File: config.mk
export PLATFORM = sky130hd
export DESIGN_NAME = arwfn_mac
export DESIGN_NICKNAME = d
export VERILOG_FILES = /design/src/design/axis_rotate_with_face_normal_assert.svh /design/src/design/arwfn_pkg.sv /design/src/design/arwfn_mac.sv
export SDC_FILE = /design/constraint.sdc
export NUM_CORES = 2
export LEC_CHECK = 0
export ABC_AREA = 1
export BUFFER_PORTS_ARGS = -buffer_cell sky130_fd_sc_hd__buf_2
export CAP_MARGIN = 20
export CORE_MARGIN = 8
export CORE_UTILIZATION = 45
export CTS_BUF_LIST = sky130_fd_sc_hd__clkbuf_8
export DETAILED_ROUTE_END_ITERATION = 10
export PLACE_DENSITY = 0.72
export SYNTH_ARGS = -nofsm -noshare
export SYNTH_HDL_FRONTEND = slang
export SYNTH_SLANG_ARGS = --single-unit
File: constraint.sdc
create_clock -name clock -period 21.3 [get_ports clock]
set_input_delay 3.195 -clock clock [delete_from_list [all_inputs] [get_ports clock]]
set_output_delay 3.195 -clock clock [all_outputs]
set_load 0.01 [all_outputs]
File: src/design/axis_rotate_with_face_normal_assert.svh
// ---------------------------------------------------------------------------
// assertion macros for the vertex rotation block
// ---------------------------------------------------------------------------
`ifndef AXIS_ROTATE_WITH_FACE_NORMAL_ASSERT_SVH
`define AXIS_ROTATE_WITH_FACE_NORMAL_ASSERT_SVH

// antecedent implies consequent in the same cycle
`define ARWFN_ASSERT_IMP(lbl, clk, rst, ante, cons) \
   lbl: assert property (@(posedge clk) disable iff (rst) (ante) |-> (cons)) \
      else $error("assertion failed");

// antecedent implies consequent in the next cycle
`define ARWFN_ASSERT_NEXT(lbl, clk, rst, ante, cons) \
   lbl: assert property (@(posedge clk) disable iff (rst) (ante) |=> (cons)) \
      else $error("assertion failed");

`endif

File: src/design/arwfn_pkg.sv
// ---------------------------------------------------------------------------
// arwfn_pkg
// shared types, constants and helper functions of the vertex rotation block
// ---------------------------------------------------------------------------
`default_nettype none

package arwfn_pkg;

   // cordic configuration
   localparam int CORDIC_STEPS = 16;
   localparam int CORDIC_USED  = (CORDIC_STEPS < 24) ? CORDIC_STEPS : 24;
   localparam logic [4:0] CORDIC_LAST = 5'(CORDIC_USED - 1);

   // angle constants in units of 1/128 degree
   localparam logic signed [17:0] DEG90  = 18'sd11520;
   localparam logic signed [17:0] DEG180 = 18'sd23040;
   localparam logic signed [17:0] DEG270 = 18'sd34560;
   localparam logic signed [17:0] DEG360 = 18'sd46080;

   localparam logic signed [33:0] CORDIC_X0 = 34'sd652032874;
   localparam logic signed [17:0] Q16_ONE   = 18'sd65536;

   // register indexes
   localparam logic REG_AXIS  = 1'b0;
   localparam logic REG_ANGLE = 1'b1;

   // rotation axis codes
   localparam logic [1:0] AXIS_NONE = 2'd0;
   localparam logic [1:0] AXIS_X    = 2'd1;
   localparam logic [1:0] AXIS_Y    = 2'd2;
   localparam logic [1:0] AXIS_Z    = 2'd3;

   // control of the shared multiply-accumulate unit
   typedef struct packed {
      logic mul_en;
      logic acc_en;
      logic clear;
      logic negate;
   } mac_ctrl_type;

   // atan(2^-i) in units of 2^-20 degree
   function automatic logic [26:0] atan_entry(input logic [4:0] i);
      logic [26:0] v;
      case (i)
         5'd0:    v = 27'd47185920;
         5'd1:    v = 27'd27855475;
         5'd2:    v = 27'd14718068;
         5'd3:    v = 27'd7471121;
         5'd4:    v = 27'd3750059;
         5'd5:    v = 27'd1876857;
         5'd6:    v = 27'd938658;
         5'd7:    v = 27'd469358;
         5'd8:    v = 27'd234682;
         5'd9:    v = 27'd117342;
         5'd10:   v = 27'd58671;
         5'd11:   v = 27'd29336;
         5'd12:   v = 27'd14668;
         5'd13:   v = 27'd7334;
         5'd14:   v = 27'd3667;
         5'd15:   v = 27'd1833;
         5'd16:   v = 27'd917;
         5'd17:   v = 27'd458;
         5'd18:   v = 27'd229;
         5'd19:   v = 27'd115;
         5'd20:   v = 27'd57;
         5'd21:   v = 27'd29;
         5'd22:   v = 27'd14;
         5'd23:   v = 27'd7;
         default: v = 27'd0;
      endcase
      return v;
   endfunction

   // round half up by 16 bits, then saturate to 32 bits
   function automatic logic signed [31:0] round_sat(input logic signed [65:0] acc);
      logic signed [65:0] t;
      logic signed [49:0] s;
      t = acc + 66'sd32768;
      s = 50'(t >>> 16);
      if (s > 50'sd2147483647) begin
         return 32'sh7fffffff;
      end else if (s < -50'sd2147483648) begin
         return 32'sh80000000;
      end
      return 32'(s);
   endfunction

   // difference clamped to +-(2^31-1)
   function automatic logic signed [31:0] sdiff(input logic signed [31:0] a,
                                                input logic signed [31:0] b);
      logic signed [32:0] d;
      d = 33'(a) - 33'(b);
      if (d > 33'sd2147483647) begin
         return 32'sd2147483647;
      end else if (d < -33'sd2147483647) begin
         return -32'sd2147483647;
      end
      return 32'(d);
   endfunction

endpackage

`default_nettype wire

File: src/design/arwfn_mac.sv
// ---------------------------------------------------------------------------
// arwfn_mac
// shared 32x32 multiplier with registered product and 66-bit accumulator
// ---------------------------------------------------------------------------
`default_nettype none

module arwfn_mac import arwfn_pkg::*; (
   input  wire logic               clock,
   input  wire mac_ctrl_type       ctrl,
   input  wire logic signed [31:0] op_a,
   input  wire logic signed [31:0] op_b,
   output logic signed [31:0]      result
);

   logic signed [63:0] prod_ff;
   logic signed [65:0] acc_ff, acc_in, addend;

   // accumulate or start over with the signed product
   always_comb begin
      addend = ctrl.negate ? -66'(prod_ff) : 66'(prod_ff);
      acc_in = (ctrl.clear ? 66'sd0 : acc_ff) + addend;
   end

   always_ff @(posedge clock) begin
      if (ctrl.mul_en) begin
         prod_ff <= op_a * op_b;
      end
      if (ctrl.acc_en) begin
         acc_ff <= acc_in;
      end
   end

   assign result = round_sat(acc_ff);

endmodule

`default_nettype wire

==> metrics.yaml <==
ys_async_sr_fraction: 0
maxSlewViolCount: 0
die_w_um: 351
timing.setup.tns_ns: 0
worstHoldStart: "prod_ff[0]"
dr.pass1.iters: 6
grt-ovfl-total: 0
fin_crit_sh: 0.509
cts_max_level: 4
endpoint_kind: "flop"
syn-cell-area_um2: 50500
arrival_ns: 11.10
timing.rr.end: "acc_ff[50]"
crit_buf_inv: 9
gp_congestion: 0.951
cp_data_required_time_ns: 21.57
path_clk_slew_ns: 0.09
clock_latency_ns: 0.50
routedWlPerCell_um: 18.7
viasPerCell: 5.16
holdCritPathClass: "flop to flop"
drive_above_1_share: 0.0293
yosys_warnings: 0
antenna_left: 0
die-height_um: 351
cts_max_path_buffers: 2
io_buffer_count: 100
relSlewSlack: 0.234
status: "finished, final reports clean"
synth_cells: 6625
yosys_register_bits: 130
pin_count: 101
grt_usage: 0.251
ys.flop_type: "edfxtp_1"
cts_setup_buffers: 0
crit_fanout: 32
worstHoldPathCells: 1
cts_root_buf: "clkbuf_8"
initial_core_util: 0.452
reg2reg_slack_ns: 15.96
timing.rr.start: "prod_ff[0]"
synth-seq-area-share: 0.0773
reg2reg_depth: 22
numCtsBuffers: 17
layout_common_cells: "inv_1, nand2_1, fa_1"
min_period_ns: 10.84
grt_max_degree: 65
n_fill_cell: 11100
dieArea_um2: 123000
cts_hold_buf: 0
avgSynthCellArea_um2: 7.63
cts_resized: 0
cts_sinks: 130
wirelength_mm: 151
drt_iter0_markers: 3272
whs_endpoint: "acc_ff[0]"
antenna_found_initial: 6
cp_top_family: "adder cells"
syn_nets: 8028
core_um2: 112000
first_global_vias: 45000
grt_pass1_wl_mm: 244
drv_cap: 0
start_kind: "input pin"
cpMaxStageDelayCell: "fa_1"
cp_slowest_stage_delay_ns: 0.88
synth_edf_count: 130
drc: 0
num_rows: 123
hold_viol: 0
syn_to_final_growth_pct: 4.33
rsz0062_at_grt: "no"
finClkSkew_ns: 0.0164
hpwl_mm: 129
synth_cell_types: 42
fmax_mhz: 92.3
vias: 41700
final_common_cell: "inv_1"
cts_tree: "yes"
critPathKind: "input pin to flop"
num-nets-final: 7970
setup_viol: 0
worstMarginPinSlew_ns: 1.14
==> kinds of logic (layout without fill, tap and decap cells) <==
family,count (synthesis),in the layout,synth area share
other cells,0,5,0
buf+inv,2089,2044,0.156
xor+xnor,208,208,0.0361
fa+ha+maj,1334,1334,0.491
flops,130,130,0.0773
compound gates,433,433,0.0484
simple gates,2431,2431,0.191
==> state kept, by name, summed over array words and instances, names as in the netlist <==
name and flops:
prod_ff 64, acc_ff 66
==> routing by layer <==
layer / up-vias / GRT usage / share of wire
met5: - / 0 / 0.00015
met1: 20600 / 0.330 / 0.41
met2: 1778 / 0.428 / 0.48
met3: 321 / 0.0342 / 0.076
li1: 19000 / - / -
met4: 4 / 0.0829 / 0.036
==> worst register-to-register path: stages (launching register included) <==
cell and delay [ns]:
edfxtp_1 0.40, inv_1 0.09, ha_1 0.22, nand3_1 0.13
nor2_1 0.20, inv_1 0.06, nor2_1 0.22, inv_1 0.10
nor2_1 0.17, nand2_1 0.10, nor2_1 0.22, nand3_1 0.20
o21ai_0 0.25, xor2_1 0.35, ha_1 0.32, nand2_1 0.12
nor2_1 0.11, inv_1 0.09, nor4_1 0.97, nand3_1 0.16
nand3_1 0.30, a21oi_1 0.13, xnor2_1 0.17
==> synthesized netlist by cell type (all sizes together), types with 10 or more instances <==
master,instances,share of area
nor4,15,0.0019
nand3,138,0.014
nand4,56,0.0069
o21bai,26,0.0039
a21oi,182,0.018
a31oi,20,0.0025
inv,1877,0.14
nand2,1643,0.12
clkbuf,204,0.015
xnor2,44,0.0076
a21o,22,0.0033
xor2,164,0.028
ha,251,0.062
edfxtp,130,0.077
o21a,11,0.0016
nor3,37,0.0037
fa,1083,0.43
a21boi,10,0.0015
nor2,514,0.039
o21ai,136,0.013
==> per-stage QoR <==
step / instance area [µm²] / cells / setup WS, ns / hold slack (ns) / util
6_report: 52700 / 8085 / 10.46 / 0.603 / 0.471
3_5_place_dp: 52300 / 8048 / 9.96 / 0.583 / 0.468
4_1_cts: 52700 / 8080 / 10.52 / 0.605 / 0.471
5_1_grt: 52700 / 8083 / 9.91 / 0.625 / 0.471
3_3_place_gp: 52300 / 8048 / 10.07 / 0.574 / 0.468
2_1_floorplan: 50500 / 6625 / 11.10 / 0.550 / -
==> how the worst max path moves through the flow <==
stage / start / end / cells after the start
2_1_floorplan: op_a[31] / prod_ff[61] / 27
5_1_grt: op_b[6] / prod_ff[61] / 27
4_1_cts: op_b[6] / prod_ff[58] / 25
6_report: op_b[6] / prod_ff[58] / 25
3_5_place_dp: op_b[6] / prod_ff[58] / 25
3_3_place_gp: op_b[6] / prod_ff[61] / 27
==> cell type report <==
type	count	area, µm²	share of cell area
Clock buffer	17	234	0.00444
Clock inverter	15	133	0.00252
Sequential cell	130	3900	0.0741
Multi-Input combinational cell	4406	38700	0.735
Inverter	1877	7050	0.134
Tap cell	1500	1880	0.0356
Antenna cell	5	12.5	0.000237
Timing Repair Buffer	135	763	0.0145
Power is not shown: default switching activity piles up to over one toggle a cycle in this logic, so the estimate is an artifact.
