$ cat config.mk
export PLATFORM = sky130hd
export DESIGN_NAME = arwfn_cordic
export DESIGN_NICKNAME = d
export VERILOG_FILES = /design/src/design/axis_rotate_with_face_normal_assert.svh /design/src/design/arwfn_pkg.sv /design/src/design/arwfn_cordic.sv
export SDC_FILE = /design/constraint.sdc
export NUM_CORES = 1
export LEC_CHECK = 0
export ABC_AREA = 1
export BUFFER_PORTS_ARGS = -buffer_cell sky130_fd_sc_hd__buf_4
export CAP_MARGIN = 25
export CORE_MARGIN = 2
export CORE_UTILIZATION = 40
export DETAILED_ROUTE_END_ITERATION = 8
export GPL_ROUTABILITY_DRIVEN = 0
export MAX_ROUTING_LAYER = met4
export SLEW_MARGIN = 10
export SYNTH_ARGS = -nofsm -noshare
export SYNTH_HDL_FRONTEND = slang
export SYNTH_SLANG_ARGS = --single-unit
$ cat constraint.sdc
create_clock -name clock -period 5.19 [get_ports clock]
set_input_delay 1.038 -clock clock [delete_from_list [all_inputs] [get_ports clock]]
set_output_delay 1.038 -clock clock [all_outputs]
set_load 0.03 [all_outputs]
$ cat src/design/axis_rotate_with_face_normal_assert.svh
// ---------------------------------------------------------------------------
// assertion macros for the vertex rotation block
// ---------------------------------------------------------------------------
`ifndef AXIS_ROTATE_WITH_FACE_NORMAL_ASSERT_SVH
`define AXIS_ROTATE_WITH_FACE_NORMAL_ASSERT_SVH

// antecedent implies consequent in the same cycle
`define ARWFN_ASSERT_IMP(lbl, clk, rst, ante, cons) \
   lbl: assert property (@(posedge clk) disable iff (rst) (ante) |-> (cons)) \
      else $error("assertion failed");

// antecedent implies consequent in the next cycle
`define ARWFN_ASSERT_NEXT(lbl, clk, rst, ante, cons) \
   lbl: assert property (@(posedge clk) disable iff (rst) (ante) |=> (cons)) \
      else $error("assertion failed");

`endif

$ cat src/design/arwfn_pkg.sv
// ---------------------------------------------------------------------------
// arwfn_pkg
// shared types, constants and helper functions of the vertex rotation block
// ---------------------------------------------------------------------------
`default_nettype none

package arwfn_pkg;

   // cordic configuration
   localparam int CORDIC_STEPS = 16;
   localparam int CORDIC_USED  = (CORDIC_STEPS < 24) ? CORDIC_STEPS : 24;
   localparam logic [4:0] CORDIC_LAST = 5'(CORDIC_USED - 1);

   // angle constants in units of 1/128 degree
   localparam logic signed [17:0] DEG90  = 18'sd11520;
   localparam logic signed [17:0] DEG180 = 18'sd23040;
   localparam logic signed [17:0] DEG270 = 18'sd34560;
   localparam logic signed [17:0] DEG360 = 18'sd46080;

   localparam logic signed [33:0] CORDIC_X0 = 34'sd652032874;
   localparam logic signed [17:0] Q16_ONE   = 18'sd65536;

   // register indexes
   localparam logic REG_AXIS  = 1'b0;
   localparam logic REG_ANGLE = 1'b1;

   // rotation axis codes
   localparam logic [1:0] AXIS_NONE = 2'd0;
   localparam logic [1:0] AXIS_X    = 2'd1;
   localparam logic [1:0] AXIS_Y    = 2'd2;
   localparam logic [1:0] AXIS_Z    = 2'd3;

   // control of the shared multiply-accumulate unit
   typedef struct packed {
      logic mul_en;
      logic acc_en;
      logic clear;
      logic negate;
   } mac_ctrl_type;

   // atan(2^-i) in units of 2^-20 degree
   function automatic logic [26:0] atan_entry(input logic [4:0] i);
      logic [26:0] v;
      case (i)
         5'd0:    v = 27'd47185920;
         5'd1:    v = 27'd27855475;
         5'd2:    v = 27'd14718068;
         5'd3:    v = 27'd7471121;
         5'd4:    v = 27'd3750059;
         5'd5:    v = 27'd1876857;
         5'd6:    v = 27'd938658;
         5'd7:    v = 27'd469358;
         5'd8:    v = 27'd234682;
         5'd9:    v = 27'd117342;
         5'd10:   v = 27'd58671;
         5'd11:   v = 27'd29336;
         5'd12:   v = 27'd14668;
         5'd13:   v = 27'd7334;
         5'd14:   v = 27'd3667;
         5'd15:   v = 27'd1833;
         5'd16:   v = 27'd917;
         5'd17:   v = 27'd458;
         5'd18:   v = 27'd229;
         5'd19:   v = 27'd115;
         5'd20:   v = 27'd57;
         5'd21:   v = 27'd29;
         5'd22:   v = 27'd14;
         5'd23:   v = 27'd7;
         default: v = 27'd0;
      endcase
      return v;
   endfunction

   // round half up by 16 bits, then saturate to 32 bits
   function automatic logic signed [31:0] round_sat(input logic signed [65:0] acc);
      logic signed [65:0] t;
      logic signed [49:0] s;
      t = acc + 66'sd32768;
      s = 50'(t >>> 16);
      if (s > 50'sd2147483647) begin
         return 32'sh7fffffff;
      end else if (s < -50'sd2147483648) begin
         return 32'sh80000000;
      end
      return 32'(s);
   endfunction

   // difference clamped to +-(2^31-1)
   function automatic logic signed [31:0] sdiff(input logic signed [31:0] a,
                                                input logic signed [31:0] b);
      logic signed [32:0] d;
      d = 33'(a) - 33'(b);
      if (d > 33'sd2147483647) begin
         return 32'sd2147483647;
      end else if (d < -33'sd2147483647) begin
         return -32'sd2147483647;
      end
      return 32'(d);
   endfunction

endpackage

`default_nettype wire

$ cat src/design/arwfn_cordic.sv
// ---------------------------------------------------------------------------
// arwfn_cordic
// iterative cordic: one micro-rotation per cycle, cosine and sine in Q1.16
// ---------------------------------------------------------------------------
`default_nettype none

module arwfn_cordic import arwfn_pkg::*; (
   input  wire logic               clock,
   input  wire logic               reset,
   input  wire logic               start,
   input  wire logic signed [16:0] angle,
   output logic                    done,
   output logic signed [17:0]      cos_out,
   output logic signed [17:0]      sin_out
);

   typedef enum logic [2:0] {
      CS_IDLE = 3'b001,
      CS_RUN  = 3'b010,
      CS_DONE = 3'b100
   } cstate_type;

   cstate_type              state_ff, state_in;
   logic [4:0]              step_ff, step_in;
   logic signed [33:0]      x_ff, x_in, y_ff, y_in;
   logic signed [28:0]      z_ff, z_in;
   logic                    neg_ff, neg_in;
   logic signed [17:0]      r_mod, r_pos, r_fold;
   logic                    r_neg;
   logic signed [33:0]      dx, dy;
   logic signed [28:0]      atan_s;
   logic signed [19:0]      cos_r, sin_r;
   logic signed [17:0]      cos_c, sin_c;

   // angle reduction and folding into [-90, 90]
   always_comb begin
      r_mod = 18'(angle);
      if (r_mod >= DEG360) begin
         r_mod = r_mod - DEG360;
      end else if (r_mod <= -DEG360) begin
         r_mod = r_mod + DEG360;
      end
      r_pos = (r_mod < 0) ? r_mod + DEG360 : r_mod;
      r_neg = 1'b0;
      r_fold = r_pos;
      if (r_pos > DEG90 && r_pos <= DEG270) begin
         r_fold = r_pos - DEG180;
         r_neg = 1'b1;
      end else if (r_pos > DEG270) begin
         r_fold = r_pos - DEG360;
      end
   end

   // one micro-rotation
   assign dx     = y_ff >>> step_ff;
   assign dy     = x_ff >>> step_ff;
   assign atan_s = 29'(atan_entry(step_ff));

   always_comb begin
      state_in = state_ff;
      step_in  = step_ff;
      x_in     = x_ff;
      y_in     = y_ff;
      z_in     = z_ff;
      neg_in   = neg_ff;
      case (state_ff)
         CS_IDLE: begin
            if (start) begin
               x_in     = CORDIC_X0;
               y_in     = '0;
               z_in     = 29'(r_fold) <<< 13;
               neg_in   = r_neg;
               step_in  = '0;
               state_in = CS_RUN;
            end
         end
         CS_RUN: begin
            if (z_ff >= 0) begin
               x_in = x_ff - dx;
               y_in = y_ff + dy;
               z_in = z_ff - atan_s;
            end else begin
               x_in = x_ff + dx;
               y_in = y_ff - dy;
               z_in = z_ff + atan_s;
            end
            step_in = step_ff + 5'd1;
            if (step_ff == CORDIC_LAST) begin
               state_in = CS_DONE;
            end
         end
         CS_DONE: begin
            state_in = CS_IDLE;
         end
         default: begin
            state_in = CS_IDLE;
         end
      endcase
   end

   always_ff @(posedge clock) begin
      if (reset) begin
         state_ff <= CS_IDLE;
      end else begin
         state_ff <= state_in;
      end
      step_ff <= step_in;
      x_ff    <= x_in;
      y_ff    <= y_in;
      z_ff    <= z_in;
      neg_ff  <= neg_in;
   end

   // rounding to Q1.16, clamping and quadrant sign
   always_comb begin
      cos_r = 20'((x_ff + 34'sd8192) >>> 14);
      sin_r = 20'((y_ff + 34'sd8192) >>> 14);
      cos_c = (cos_r > 20'(Q16_ONE)) ? Q16_ONE :
              (cos_r < -20'(Q16_ONE)) ? -Q16_ONE : 18'(cos_r);
      sin_c = (sin_r > 20'(Q16_ONE)) ? Q16_ONE :
              (sin_r < -20'(Q16_ONE)) ? -Q16_ONE : 18'(sin_r);
   end

   assign done    = (state_ff == CS_DONE);
   assign cos_out = neg_ff ? -cos_c : cos_c;
   assign sin_out = neg_ff ? -sin_c : sin_c;

endmodule

`default_nettype wire

==> load_flow_metrics.sql <==
INSERT INTO impl_metrics (metric_group, metric, value, unit) VALUES
('placed_design', 'port_buffers', '56', ''),
('drt', 'route.detailed.vias_per_inst', '5.47', ''),
('sta', 'final-hold-violation-count', '0', ''),
('cts', 'hold_buffer_count_at_cts', '0', ''),
('global_routing', 'grt_pass1_vias', '19600', ''),
('synth', 'ys_top_cells_by_count', '865 x sky130_fd_sc_hd__nand2_1, 341 x sky130_fd_sc_hd__inv_1, 264 x sky130_fd_sc_hd__o21ai_0', ''),
('cts', 'clock-root-buffer', 'sky130_fd_sc_hd__clkbuf_16', ''),
('placed_design', 'placed_area', '20800', 'um^2'),
('cts', 'cts.sink_count', '132', ''),
('global_routing', 'grt_overflow', '0', ''),
('synth', 'synth.lib_cells_used.distinct', '71', ''),
('cells_and_area', 'fillCellCount', '4980', ''),
('setup_path', 'endpoint_kind', 'register', ''),
('power', 'report.power.total', '7.65', 'mW'),
('synth', 'synth_edf_count', '103', ''),
('drt', 'routed_via_count', '21100', ''),
('setup_path', 'critical_path.slowest_cell', 'sky130_fd_sc_hd__edfxtp_1', ''),
('setup_path', 'r2r_start', 'step_ff[0]', ''),
('cts', 'worst_skew_pair.late_latency', '0.50', 'ns'),
('setup_path', 'crit_path_frequent_cell', 'sky130_fd_sc_hd__nand2_1', ''),
('global_routing', 'global_route.usage.total', '0.252', ''),
('setup_path', 'critPathLaunch', 'step_ff[0]', ''),
('synth', 'synth_fp_nets', '3224', ''),
('placed_design', 'hpwl', '48500', 'um'),
('cts', 'cts.reportedPaths.clkPinSlew', '0.07', 'ns'),
('sta', 'worst_clock_skew', '0.0134', 'ns'),
('synth', 'avgSynthCellArea', '6.19', 'um^2'),
('sta', 'final.min_clock_period', '5.17', 'ns'),
('cells_and_area', 'area_delta_synth_final', '17.6', '%'),
('outcome', 'result_of_the_run', 'complete, no violations', ''),
('cells_and_area', 'n_antenna_cell', '0', ''),
('global_routing', 'antenna_found_initial', '0', ''),
('global_routing', 'wire_length_of_the_first_global_routing_pass', '98100', 'um'),
('sta', 'unrepaired_setup_endpoints_after_global_routing', 'yes', ''),
('setup_path', 'largest_fanout_on_the_critical_path', '9', ''),
('synth', 'yosys_most_used_dff', 'sky130_fd_sc_hd__edfxtp_1', ''),
('drt', 'number_of_antenna_violating_nets_in_the_routed_design', '0', ''),
('sta', 'tightest_slew', '0.833', 'ns'),
('synth', 'synth.largest_area_cell', 'sky130_fd_sc_hd__nand2_1', ''),
('power', 'p_leak', '10.5', 'nW'),
('synth', 'yosysWarningCount', '0', ''),
('cells_and_area', 'fin_nets', '3372', ''),
('synth', 'synthesis.area', '19100', 'um^2'),
('cts', 'clock_tree_from_tritoncts', 'yes', ''),
('synth', 'synth.ff_latch_count', '132', ''),
('drt', 'drt-initial-drc-count', '1752', ''),
('synth', 'synth.top_cells.by_area', 'sky130_fd_sc_hd__nand2_1 17%, sky130_fd_sc_hd__edfxtp_1 16%, sky130_fd_sc_hd__ha_1 7.6%, sky130_fd_sc_hd__o21ai_0 6.9%, sky130_fd_sc_hd__inv_1 6.7%', ''),
('sta', 'report.final.setup_viol', '0', ''),
('sta', 'setup_tns', '0', 'ns'),
('cts', 'htreeDepth', '4', ''),
('synth', 'synthMostInstantiatedCell', 'sky130_fd_sc_hd__nand2_1', ''),
('floorplan', 'die-area', '49500', 'um^2'),
('sta', 'max_clock_freq', '193', 'MHz'),
('synth', 'yosysTopAreaCellShare', '0.170', ''),
('synth', 'postSynth.asyncResetShare', '0', ''),
('floorplan', 'placement_rows', '80', ''),
('cts', 'cts_inserted_buffers', '17', ''),
('cells_and_area', 'final_core_util', '0.473', ''),
('floorplan', 'fp.dieH', '222', 'um'),
('floorplan', 'die_x', '222', 'um'),
('floorplan', 'coreArea', '47400', 'um^2'),
('cells_and_area', 'final_area', '22400', 'um^2'),
('setup_path', 'cp_slowest_stage_delay', '0.44', 'ns'),
('cells_and_area', 'ff_latch_area', '3670', 'um^2'),
('cells_and_area', 'drive_above_1_share', '0.158', ''),
('setup_path', 'critPathKind', 'register to register', ''),
('setup_path', 'cp_data_arrival_time', '5.42', 'ns'),
('drt', 'remaining_drcs', '0', ''),
('setup_path', 'crit_path_start_kind', 'register', ''),
('hold_path', 'worstHoldPathType', 'register to register', ''),
('drt', 'drt_wl_total', '62600', 'um');
power breakdown:
group	total (mW)	internal [mW]	switching, mW
Combinational	5.05	1.88	3.17
Sequential	1.37	1.27	0.100
Clock	1.23	0.671	0.556
area by class of cell:
| type | instances | area share |
|---|---|---|
| Sequential cell | 132 | 0.164 |
| Clock inverter | 11 | 0.00401 |
| Timing Repair Buffer | 237 | 0.0892 |
| Multi-Input combinational cell | 2479 | 0.626 |
| Tap cell | 615 | 0.0343 |
| Clock buffer | 21 | 0.0215 |
| Inverter | 366 | 0.0618 |
worst max-delay path, delay by kind of cell (launching register included):
kind | cells | cell delay [ns]
AO/OA/AOI/OAI | 8 | 1.41
multiplexers | 1 | 0.15
flip-flops | 1 | 0.44
AND/OR/NAND/NOR | 14 | 1.50
buffers and inverters | 8 | 0.99
XOR/XNOR | 1 | 0.17
adder cells (fa/ha/maj) | 1 | 0.25
registers in the layout, indices dropped and copies added, names as in the netlist:
name	count
neg_ff	1
x_ff	34
y_ff	34
step_ff	5
atan_s	26
state_ff	3
z_ff	29
layout by cell type (no fill, tap or decap), types with 28 or more instances in the layout:
cell type                  netlist  layout
sky130_fd_sc_hd__nor2_1        247     239
sky130_fd_sc_hd__dfxtp_1        29      29
sky130_fd_sc_hd__a21oi_1       200     184
sky130_fd_sc_hd__xor2_1         95      94
sky130_fd_sc_hd__edfxtp_1      103     103
sky130_fd_sc_hd__nand4_1        36      36
sky130_fd_sc_hd__ha_1          116     107
sky130_fd_sc_hd__buf_4           5     217
sky130_fd_sc_hd__nand2_1       865     856
sky130_fd_sc_hd__xnor2_1        51      51
sky130_fd_sc_hd__nor3_1         43      40
sky130_fd_sc_hd__o21ai_1        94     104
sky130_fd_sc_hd__nand3_1       159     153
sky130_fd_sc_hd__o21ai_0       264     221
sky130_fd_sc_hd__nand2_2        21      28
sky130_fd_sc_hd__o21ai_2         5      37
sky130_fd_sc_hd__inv_1         341     338
timing repair:
action,in CTS,in global routing
pin swaps,0,40
setup endpoints to repair,2,61
gates resized for setup,2,181
hold endpoints to repair,0,0
gates cloned,0,8
buffers inserted,0,36
per-layer routing:
metal,track usage,share of wire
met1,0.302,0.43
met2,0.411,0.47
met3,0.0405,0.058
met4,0.127,0.043
met5,-,0
kinds of logic after synthesis:
| group | synth area share |
|---|---|
| and+or+nand+nor | 0.342 |
| xor gates and xnor gates | 0.0713 |
| buffers and inverters | 0.102 |
| DFF | 0.192 |
| adders and majority gates | 0.0792 |
| AOI/OAI and AO/OA | 0.200 |
| muxes | 0.0136 |
path summary, 6_finish.rpt:
check	end	slack (ns)	cells past startpoint
hold reg to reg	z_ff[0]	0.69	2
setup reg to reg	y_ff[33]	0.02	33
setup / recovery	y_ff[33]	0.02	33
hold / removal	z_ff[0]	0.69	2
metrics by stage:
step	hold slack (ns)	worst slack [ns]	std cells
2_1_floorplan	0.601	0.142	3085
3_3_place_gp	0.687	0.0402	3783
3_5_place_dp	0.686	-0.00140	3783
4_1_cts	0.694	0.0225	3815
5_1_grt	0.735	-0.371	3861
6_report	0.685	0.0210	3861
Note: power is estimated with default switching activity, not from simulation.
